File: config.mk
export PLATFORM = sky130hd
export DESIGN_NAME = lap_tagged_ring_queue
export DESIGN_NICKNAME = d
export VERILOG_FILES = /design/src/ltrq_pkg.sv /design/src/ltrq_ram.sv /design/src/ltrq_ctrl.sv /design/src/ltrq_dpath.sv /design/src/lap_tagged_ring_queue.sv
export SDC_FILE = /design/constraint.sdc
export NUM_CORES = 2
export LEC_CHECK = 0
export BUFFER_PORTS_ARGS = -buffer_cell sky130_fd_sc_hd__buf_4
export CORE_ASPECT_RATIO = 0.9
export CORE_MARGIN = 2
export CORE_UTILIZATION = 59
export CTS_CLUSTER_SIZE = 20
export DETAILED_ROUTE_END_ITERATION = 16
export PLACE_DENSITY_LB_ADDON = 0.1
export SYNTH_ARGS = -nofsm -noshare
export SYNTH_HDL_FRONTEND = slang
export SYNTH_SLANG_ARGS = --single-unit
File: constraint.sdc
create_clock -name aclk -period 9.8 [get_ports aclk]
set_clock_uncertainty 0.05 [all_clocks]
set_input_delay 1.96 -clock aclk [delete_from_list [all_inputs] [get_ports aclk]]
set_output_delay 1.96 -clock aclk [all_outputs]
set_load 0.05 [all_outputs]
File: src/ltrq_pkg.sv
// Package: sizes, codes and shared types for the lap-tagged ring queue.
`default_nettype none

package ltrq_pkg;

    // Queue geometry
    localparam int NUM_CELLS    = 16;
    localparam int ELEMENT_BITS = 64;
    localparam int LAP_BITS     = 30;

    // Fixed widths of the transaction fields
    localparam int OP_BITS   = 2;
    localparam int DATA_BITS = 64;

    // Derived sizes, settled at elaboration
    localparam int SLOT_BITS   = $clog2(NUM_CELLS);
    localparam int STATUS_BITS = LAP_BITS + 1;
    localparam int LAPS_RAW    = (2 ** LAP_BITS) / NUM_CELLS;
    localparam int LAP_COUNT   = (LAPS_RAW == 0) ? 1 : LAPS_RAW;

    // Last slot and last lap before wrapping
    localparam logic [SLOT_BITS-1:0] LAST_SLOT = SLOT_BITS'(NUM_CELLS - 1);
    localparam logic [LAP_BITS-1:0]  LAST_LAP  = LAP_BITS'(LAP_COUNT - 1);

    // Operation codes; the remaining code is a no-op
    typedef enum logic [OP_BITS-1:0] {
        OP_PUSH = 2'd0,
        OP_POP  = 2'd1,
        OP_PEEK = 2'd2
    } op_t;

    // Controller states
    typedef enum logic [1:0] {
        ST_IDLE,
        ST_LOOKUP,
        ST_RESPOND
    } state_t;

    // Commands from controller to datapath
    typedef struct packed {
        logic capture;   // take the input transaction and start the cell reads
        logic execute;   // evaluate the cell, update state, register the result
    } cmd_t;

endpackage

`default_nettype wire

File: src/ltrq_ram.sv
// Generic single-write, single-read RAM with registered read data.
`default_nettype none

module ltrq_ram #(
    parameter int WIDTH = 8,
    parameter int DEPTH = 16
) (
    input  wire logic                     clk,
    input  wire logic                     we,
    input  wire logic [$clog2(DEPTH)-1:0] waddr,
    input  wire logic [WIDTH-1:0]         wdata,
    input  wire logic                     re,
    input  wire logic [$clog2(DEPTH)-1:0] raddr,
    output logic      [WIDTH-1:0]         rdata
);

    logic [WIDTH-1:0] mem [DEPTH];

    // Write port
    always_ff @(posedge clk) begin
        if (we) begin
            mem[waddr] <= wdata;
        end
    end

    // Registered read port
    always_ff @(posedge clk) begin
        if (re) begin
            rdata <= mem[raddr];
        end
    end

endmodule

`default_nettype wire

File: src/ltrq_ctrl.sv
// Controller: sequences capture, lookup and response of one transaction.
`default_nettype none

module ltrq_ctrl
    import ltrq_pkg::*;
(
    input  wire logic aclk,
    input  wire logic aresetn,
    input  wire logic s_valid,
    output logic      s_ready,
    output logic      m_valid,
    input  wire logic m_ready,
    output cmd_t      cmd
);

    state_t state_reg;
    state_t state_next;

    // State register
    always_ff @(posedge aclk) begin
        if (!aresetn) begin
            state_reg <= ST_IDLE;
        end else begin
            state_reg <= state_next;
        end
    end

    // Next state and commands
    always_comb begin
        state_next  = state_reg;
        s_ready     = 1'b0;
        m_valid     = 1'b0;
        cmd.capture = 1'b0;
        cmd.execute = 1'b0;
        unique case (state_reg)
            ST_IDLE: begin
                s_ready = 1'b1;
                if (s_valid) begin
                    cmd.capture = 1'b1;
                    state_next  = ST_LOOKUP;
                end
            end
            ST_LOOKUP: begin
                cmd.execute = 1'b1;
                state_next  = ST_RESPOND;
            end
            ST_RESPOND: begin
                m_valid = 1'b1;
                if (m_ready) begin
                    state_next = ST_IDLE;
                end
            end
            default: begin
                state_next = ST_IDLE;
            end
        endcase
    end

endmodule

`default_nettype wire

File: src/ltrq_dpath.sv
// Datapath: indices, cell status and data stores, result registers.
`default_nettype none

module ltrq_dpath
    import ltrq_pkg::*;
(
    input  wire logic                 aclk,
    input  wire logic                 aresetn,
    input  wire cmd_t                 cmd,
    input  wire logic [OP_BITS-1:0]   s_operation,
    input  wire logic [DATA_BITS-1:0] s_element_data,
    output logic                      m_accepted,
    output logic      [DATA_BITS-1:0] m_head_data
);

    // Indices kept as lap and slot, so no divide is needed
    logic [SLOT_BITS-1:0] tail_slot_reg, tail_slot_next;
    logic [LAP_BITS-1:0]  tail_lap_reg,  tail_lap_next;
    logic [SLOT_BITS-1:0] head_slot_reg, head_slot_next;
    logic [LAP_BITS-1:0]  head_lap_reg,  head_lap_next;

    // Per-cell status valid bits; an invalid cell reads as lap 0, empty
    logic [NUM_CELLS-1:0] valid_reg, valid_next;
    logic                 sel_valid_reg;

    // Captured transaction
    op_t                     op_reg;
    logic [ELEMENT_BITS-1:0] elem_reg;

    // Result registers
    logic                    acc_reg, acc_next;
    logic [ELEMENT_BITS-1:0] data_reg, data_next;

    // Store ports
    logic [SLOT_BITS-1:0]    rd_addr;
    logic [STATUS_BITS-1:0]  st_rdata;
    logic [ELEMENT_BITS-1:0] cd_rdata;
    logic                    st_we, cd_we;
    logic [SLOT_BITS-1:0]    wr_addr;
    logic [STATUS_BITS-1:0]  st_wdata;
    logic [STATUS_BITS-1:0]  status;
    logic [LAP_BITS-1:0]     pop_lap;

    // Push looks at the tail cell, pop and peek at the head cell
    assign rd_addr = (op_t'(s_operation) == OP_PUSH) ? tail_slot_reg : head_slot_reg;

    ltrq_ram #(
        .WIDTH (STATUS_BITS),
        .DEPTH (NUM_CELLS)
    ) u_status_ram (
        .clk   (aclk),
        .we    (st_we),
        .waddr (wr_addr),
        .wdata (st_wdata),
        .re    (cmd.capture),
        .raddr (rd_addr),
        .rdata (st_rdata)
    );

    ltrq_ram #(
        .WIDTH (ELEMENT_BITS),
        .DEPTH (NUM_CELLS)
    ) u_data_ram (
        .clk   (aclk),
        .we    (cd_we),
        .waddr (wr_addr),
        .wdata (elem_reg),
        .re    (cmd.capture),
        .raddr (rd_addr),
        .rdata (cd_rdata)
    );

    // Capture the transaction and the valid bit of the cell being read
    always_ff @(posedge aclk) begin
        if (cmd.capture) begin
            op_reg        <= op_t'(s_operation);
            elem_reg      <= s_element_data[ELEMENT_BITS-1:0];
            sel_valid_reg <= valid_reg[rd_addr];
        end
    end

    // Evaluate the cell and work out the state updates
    always_comb begin
        status         = sel_valid_reg ? st_rdata : '0;
        pop_lap        = (head_lap_reg == LAST_LAP) ? '0 : head_lap_reg + 1'b1;
        tail_slot_next = tail_slot_reg;
        tail_lap_next  = tail_lap_reg;
        head_slot_next = head_slot_reg;
        head_lap_next  = head_lap_reg;
        valid_next     = valid_reg;
        acc_next       = 1'b0;
        data_next      = '0;
        st_we          = 1'b0;
        cd_we          = 1'b0;
        wr_addr        = head_slot_reg;
        st_wdata       = {1'b0, pop_lap};
        if (cmd.execute) begin
            unique case (op_reg)
                OP_PUSH: begin
                    wr_addr  = tail_slot_reg;
                    st_wdata = {1'b1, tail_lap_reg};
                    if (status == {1'b0, tail_lap_reg}) begin
                        st_we                 = 1'b1;
                        cd_we                 = 1'b1;
                        valid_next[tail_slot_reg] = 1'b1;
                        acc_next              = 1'b1;
                        if (tail_slot_reg == LAST_SLOT) begin
                            tail_slot_next = '0;
                            tail_lap_next  = (tail_lap_reg == LAST_LAP) ? '0
                                                                        : tail_lap_reg + 1'b1;
                        end else begin
                            tail_slot_next = tail_slot_reg + 1'b1;
                        end
                    end
                end
                OP_POP: begin
                    if (status == {1'b1, head_lap_reg}) begin
                        st_we                 = 1'b1;
                        valid_next[head_slot_reg] = 1'b1;
                        acc_next              = 1'b1;
                        if (head_slot_reg == LAST_SLOT) begin
                            head_slot_next = '0;
                            head_lap_next  = pop_lap;
                        end else begin
                            head_slot_next = head_slot_reg + 1'b1;
                        end
                    end
                end
                OP_PEEK: begin
                    if (status[LAP_BITS]) begin
                        acc_next  = 1'b1;
                        data_next = cd_rdata;
                    end
                end
                default: begin
                    acc_next = 1'b0;
                end
            endcase
        end
    end

    // Control state: indices and valid bits
    always_ff @(posedge aclk) begin
        if (!aresetn) begin
            tail_slot_reg <= '0;
            tail_lap_reg  <= '0;
            head_slot_reg <= '0;
            head_lap_reg  <= '0;
            valid_reg     <= '0;
        end else begin
            tail_slot_reg <= tail_slot_next;
            tail_lap_reg  <= tail_lap_next;
            head_slot_reg <= head_slot_next;
            head_lap_reg  <= head_lap_next;
            valid_reg     <= valid_next;
        end
    end

    // Hold the result until the next execute
    always_ff @(posedge aclk) begin
        if (cmd.execute) begin
            acc_reg  <= acc_next;
            data_reg <= data_next;
        end
    end

    assign m_accepted  = acc_reg;
    assign m_head_data = DATA_BITS'(data_reg);

endmodule

`default_nettype wire

File: src/lap_tagged_ring_queue.sv
// Top level of the lap-tagged ring queue: controller plus datapath.
//
//  Channel   Direction  Handshake           Payload
//  s_        in         s_valid / s_ready   s_operation[1:0], s_element_data[63:0]
//  m_        out        m_valid / m_ready   m_accepted, m_head_data[63:0]
//
// One transaction at a time: accept, read the cell status and data stores
// (registered read) in ST_LOOKUP, then show the result in ST_RESPOND.
// Reset clears both indices and every cell's status valid bit at once, so
// no clearing pass is needed. A stalled result holds until taken; no new
// transaction is accepted meanwhile.
`default_nettype none

module lap_tagged_ring_queue
    import ltrq_pkg::*;
(
    input  wire logic                 aclk,
    input  wire logic                 aresetn,
    input  wire logic                 s_valid,
    output logic                      s_ready,
    input  wire logic [OP_BITS-1:0]   s_operation,
    input  wire logic [DATA_BITS-1:0] s_element_data,
    output logic                      m_valid,
    input  wire logic                 m_ready,
    output logic                      m_accepted,
    output logic      [DATA_BITS-1:0] m_head_data
);

    cmd_t cmd;

    ltrq_ctrl u_ctrl (
        .aclk    (aclk),
        .aresetn (aresetn),
        .s_valid (s_valid),
        .s_ready (s_ready),
        .m_valid (m_valid),
        .m_ready (m_ready),
        .cmd     (cmd)
    );

    ltrq_dpath u_dpath (
        .aclk           (aclk),
        .aresetn        (aresetn),
        .cmd            (cmd),
        .s_operation    (s_operation),
        .s_element_data (s_element_data),
        .m_accepted     (m_accepted),
        .m_head_data    (m_head_data)
    );

endmodule

`default_nettype wire

# Word-level counts from Yosys, hierarchy flattened
# Memory sizes are Yosys's and may differ from the RTL's. A register that Yosys moved wholly into a read port is not among the register bits.
# Index checks and enable logic that the tools add are counted.
[word_totals] reg_bits=218 ramBits=1520 input_bits=70 output_inout_bits=67 elab_cells=90 mem_count=2
[mem_list] memory="u_dpath.u_data_ram.mem" words=16 word_bits=64 rd=1 rd_ports_with_merged_regs=1 wr=1 line_no="ltrq_ram.sv:17" source="logic [WIDTH-1:0] mem [DEPTH];"
[mem_list] memory="u_dpath.u_status_ram.mem" words=16 word_bits=31 rd=1 rd_ports_with_merged_regs=1 wr=1 line_no="ltrq_ram.sv:17"
[op_classes] n_addsub=4 magnitude_cmp=5 n_eq_ne=14 n_mux=39 bitwise_logic=2 reduce_logical=13
[ops] cell="31-bit 2-to-1 mux" n=3
[ops] cell="30-bit by 1-bit adder with 30-bit output (second input constant)" n=2
[ops] cell="30-bit by 26-bit == test with 1-bit output (second input constant)" n=2
[ops] cell="30-bit 2-to-1 mux" n=2
[ops] cell="16-bit 2-to-1 mux" n=2
[ops] cell="16-bit OR" n=2
[ops] cell="16-bit one-hot mux with 2 select lines" n=1
[ops] cell="31-bit by 30-bit == test with 1-bit output" n=1
[ops] cell="31-bit == test" n=1
[ops] cell="4-bit 2-to-1 mux" n=5
[ops] cell="1-bit 2-to-1 mux" n=18
[ops] cell="4-bit by 5-bit < comparator with 1-bit output (second input constant)" n=3
[ops] cell="4-bit AND reduction" n=3
[ops] cell="4-bit by 1-bit adder with 4-bit output (second input constant)" n=2
[ops] cell="1-bit demux with 4-bit select" n=2
[ops] cell="4-bit == test (second input constant)" n=2
[ops] cell="4-bit by 1-bit >= comparator with 1-bit output (second input constant)" n=2
[ops] cell="2-bit logical NOT" n=3
[ops] cell="2-bit one-hot mux with 3 select lines" n=1
[ops] cell="3-bit AND reduction" n=2
[ops] cell="1-bit binary-select mux with 4-bit select" n=1
[ops] cell="2-bit by 1-bit == test with 1-bit output (second input constant)" n=2
[ops] cell="2-bit == test (second input constant)" n=2
[ops] cell="2-bit 2-to-1 mux" n=2
[ops] cell="other kinds (7)" n=11

# Longest topological paths before layout
[logic_depth] depth_word=7 depth_mapped=12

# Hierarchy
# Synthesis repeated with hierarchy kept, for this count alone.
[unflattened] cells_unflattened=3627 area_unflattened_um2=71117.0
[modules_own_cells] mod="ltrq_ram (u_dpath.u_data_ram)" instances=1 cells_per_inst=1647 area_per_inst_um2=40223.6 seq_area_each_um2=32671.3
[modules_own_cells] mod="ltrq_ram (u_dpath.u_status_ram)" instances=1 cells_per_inst=812 area_per_inst_um2=19558.8 seq_area_each_um2=15825.2
[modules_own_cells] mod="ltrq_dpath" instances=1 cells_per_inst=1159 area_per_inst_um2=11242.0 seq_area_each_um2=5645.4
[modules_own_cells] mod="ltrq_ctrl" instances=1 cells_per_inst=9 area_per_inst_um2=92.6 seq_area_each_um2=40.0

# Least setup slack after synthesis
# Ideal clock, no wire load.
[synth_timing] kind="input to register" startpoint="in s_valid" endpoint="reg u_dpath.elem_reg[0], enable pin" arrival_time_ps=5651 required_ps=9210 setup_slack_ps=3559 cell_stages=1 path_buffers=0 path_cell_list="and2_1"
[synth_via] elab_chain_cells=2
[synth_lines] item="from (decl)" line_no="lap_tagged_ring_queue.sv:19" source="input wire logic s_valid,"
[synth_lines] item="1-bit 2-to-1 mux" line_no="ltrq_ctrl.sv:38" source="if (s_valid) begin"
[synth_lines] item="1-bit 2-to-1 mux" line_no="ltrq_ctrl.sv:35" source="unique case (state_reg)"
[synth_lines] item="to (signal assigned)" line_no="ltrq_dpath.sv:77" source="elem_reg <= s_element_data[ELEMENT_BITS-1:0];"
[synth_lines] item="to (decl)" line_no="ltrq_dpath.sv:28" source="logic [ELEMENT_BITS-1:0] elem_reg;"
# Every way passes these cells.
# A chain may end at the register's enable or synchronous reset.

# Worst setup path after layout
[layout_timing] startpoint="reg u_dpath.sel_valid_reg" endpoint="mem u_dpath.u_data_ram.mem[1][6] in the netlist's numbering, enable pin"
[layout_via] elab_chain_cells=7
[layout_lines] item="from (decl)" line_no="ltrq_dpath.sv:24" source="logic sel_valid_reg;"
[layout_lines] item="from (signal assigned)" line_no="ltrq_dpath.sv:78" source="sel_valid_reg <= valid_reg[rd_addr];"
[layout_lines] item="31-bit 2-to-1 mux" line_no="ltrq_dpath.sv:84" source="status = sel_valid_reg ? st_rdata : '0;"
[layout_lines] item="31-bit by 30-bit == test with 1-bit output" line_no="ltrq_dpath.sv:102" source="if (status == {1'b0, tail_lap_reg}) begin"
[layout_lines] item="1-bit 2-to-1 mux" line_no="ltrq_dpath.sv:102"
[layout_lines] item="1-bit 2-to-1 mux" line_no="ltrq_dpath.sv:98" source="unique case (op_reg)"
[layout_lines] item="1-bit 2-to-1 mux" line_no="ltrq_dpath.sv:97" source="if (cmd.execute) begin"
[layout_lines] item="1-bit 2-to-1 mux" line_no="ltrq_ram.sv:21" source="if (we) begin"
[layout_lines] item="1-bit 2-to-1 mux (not written as such)" line_no="ltrq_ram.sv:22" source="mem[waddr] <= wdata;"
[layout_lines] item="to (decl)" line_no="ltrq_ram.sv:17"
# Every way passes these cells.

==> results.md <==
* Vias per cell at 6.51
* Largest Register: u_dpath.u_data_ram.mem
* Cell area after layout at 80400 sq um
* Largest cells by area after synthesis: edfxtp_1 (73%), mux4_2 (12%), dfxtp_1 (2.4%)
* Post-synth top flop: edfxtp_1
* CTS resizes at 0
* Final worst path period share at 54.1%
* Final cell count without fillers at 5720
* Die X at roughly 370 um
* Hold Vio Cnt, Final at 0
* Post-CTS setup buffers at 0
* CTS Buf Count at between 150 and 200
* Relative max-transition margin at 12.1%
* Worst-Margin Slew at 1.31 ns
* CP Capture Type: register
* CTS max path bufs at 3
* Biggest registers after layout: u_dpath.u_data_ram.mem: 1024 flops, u_dpath.u_status_ram.mem: 496 flops
* CTS sink count at 1833
* Crit path cell chain: buf_4, nand2_1, a2111oi_0, and3_1, nand2_1, or3_1, or3_1, nor2_4, buf_4, buf_4
* WP data required at 10.15 ns
* Fillers at around 7800
* Critical path peak fanout at 75
* HPWL Detailed at 85900 um
* Post-route setup slack at 4.50 ns
* Tot Pwr at around 15 mW
* Pwr dens at 192 nW/um^2
* Hold Slack at 0.402 ns
* Setup WS pre-CTS at 3.62 ns
* Clock transition at path regs at approximately 0.060 ns
* Root Driver: clkbuf_16
* Synth area leader: edfxtp_1
* Initial antenna violation count at 6
* Max-cap violations at 0
* Core ar. at 121000 sq um
* Layout cell share with drive strength beyond 1 at between 20% and 30%
* Synth warn at 0
* Final Max Tran Viols at 0
* Peak supply drop at 0.166 mV
* Std-Cell Rows at 121
* Most frequent cells after synthesis: edfxtp_1 (1747), mux4_2 (384), nand2_1 (316)
* Routed Antenna Nets at 0
* GP Congestion at ~0.94
* Number of global-route vias before repair at between 30000 and 40000
* Global-route wire length before repair at 244000 um
* CTS tree: built
* Synthesized instance count at between 3000 and 4000
* Worst-Skew Late Latency at 0.80 ns
* Fmax at 0.189 GHz
* Detailed Routing Iterations Pass 1 at 6
* HP Class: register to register
* Hold Buf Count CTS at 0
* Final #Nets at 4062
* Post-layout util at 66.6%
* Initial DRC count at 4815
* Sequential share of the synthesized area at 75.6%
* Vias at 37200
* GR Util All Layers at 27.2%
* Die height at 335 um
* Tmin final at 5.30 ns
* Synthesized area at 71600 sq um
* Outcome: finished clean
* Post-synth top area share at 73.2%
* Slowest cell on the critical path: buf_4
* Worst Path Buf+Inv at 3
* TNS Setup at 0 ns
* Placed cell count at 5405
* Most numerous cell in the Yosys netlist: edfxtp_1
* Largest register FFs at 1024
* Area grow syn2layout at 12.2%
* Antenna diodes at 0
* P_leak at 26.2 nW
* Port Buffers at roughly 140
* Worst Path Arrival at 5.65 ns
* Async SR Flop Fraction at 0%
* Yosys cell types at between 70 and 80
* DRT Wirelength at 167000 um
* Crit path kind: register to register
* Post-route DRC at 0
* WL per Instance at 29.1 um
* IO Count at 137
* Post-synth EDFFs at 1747
* Critical Path Source Type: register
* Unrepaired setup endpoints after global routing: false
* # H-tree levels at 4
* Avg Cell Area, Syn at between 15 and 20 sq um
* Most used cell, CP: buf_4
* Overflow left after global routing at 0
* Setup violators final at 0
* CP top delay family: simple AND/OR/NAND/NOR gates
* Crit-path max cell delay at between 0.7 and 0.8 ns
* Synth Register Bits at 1833
* Syn nets at 3879
* Largest net degree at the start of global routing at 171
* Die area at 124000 sq um
* Cell Area, Placed at 74900 sq um
* Initial core utilization at a little under 60%
## cells in the final DEF, fill, tap and decap left out, drive strengths merged, types with 70 or more instances in the layout
cell type / n
nand2: 316
dfxtp: 86
a211oi: 98
buf: 240
nor2: 70
edfxtp: 1747
and2: 176
a31oi: 101
mux4: 384
clkbuf: 225
o21ai: 75
## worst paths after layout
| path | depth (start not counted) | start | slack, ns | end |
|---|---|---|---|---|
| worst min register to register | 2 | u_dpath.valid_reg[15] | 0.40 | u_dpath.valid_reg[15] |
| worst max-delay path | 10 | u_dpath.sel_valid_reg | 4.50 | u_dpath.u_data_ram.mem[1][6] |
| worst min-delay path | 2 | u_dpath.valid_reg[15] | 0.40 | u_dpath.valid_reg[15] |
| worst max register to register | 10 | u_dpath.sel_valid_reg | 4.50 | u_dpath.u_data_ram.mem[1][6] |
## power breakdown
part,leakage (nW),total [mW],internal [mW],switching (mW)
Combinational,6.84,0.189,0.0509,0.138
Sequential,16.6,8.70,8.61,0.0917
Clock,2.70,6.56,3.74,2.82
Total,26.2,15.4,12.4,3.05
## cell type report
| type | count | area (sq um) | share of cell area, % |
|---|---|---|---|
| multi-input cells | 1693 | 16600 | 20.7 |
| clock buffers | 225 | 4670 | 5.80 |
| inverters | 40 | 153 | 0.190 |
| flip-flops and latches | 1833 | 54200 | 67.4 |
| clock inverters | 90 | 880 | 1.09 |
| well taps | 1599 | 2000 | 2.49 |
| repair buffers | 240 | 1910 | 2.38 |
## cells by family after synthesis
logic type | after synthesis | share of synthesized area, %
compound gates | 461 | 4.30
xor+xnor | 47 | 0.575
fa+ha+maj | 10 | 0.175
buf+inv | 273 | 1.54
flops | 1833 | 75.6
mux | 401 | 12.3
simple gates | 774 | 5.46
## per-layer routing
layer | up-vias | part of all wire (%) | routed length, um | global-route usage, %
met3 | 214 | 8.6 | 14400 | 4.28
met2 | 1771 | 46 | 77500 | 41.2
met5 | - | 0 | 0 | 0
met1 | 19500 | 43 | 71900 | 42.4
li1 | 15700 | - | - | -
met4 | 0 | 1.8 | 2970 | 6.30
## tightest hold or removal path, stage by stage, from the launching register on
cell     delay [ns]
dfxtp_1        0.32
nand2_1        0.04
o21ai_0        0.05
(Power assumes the default switching activity.)
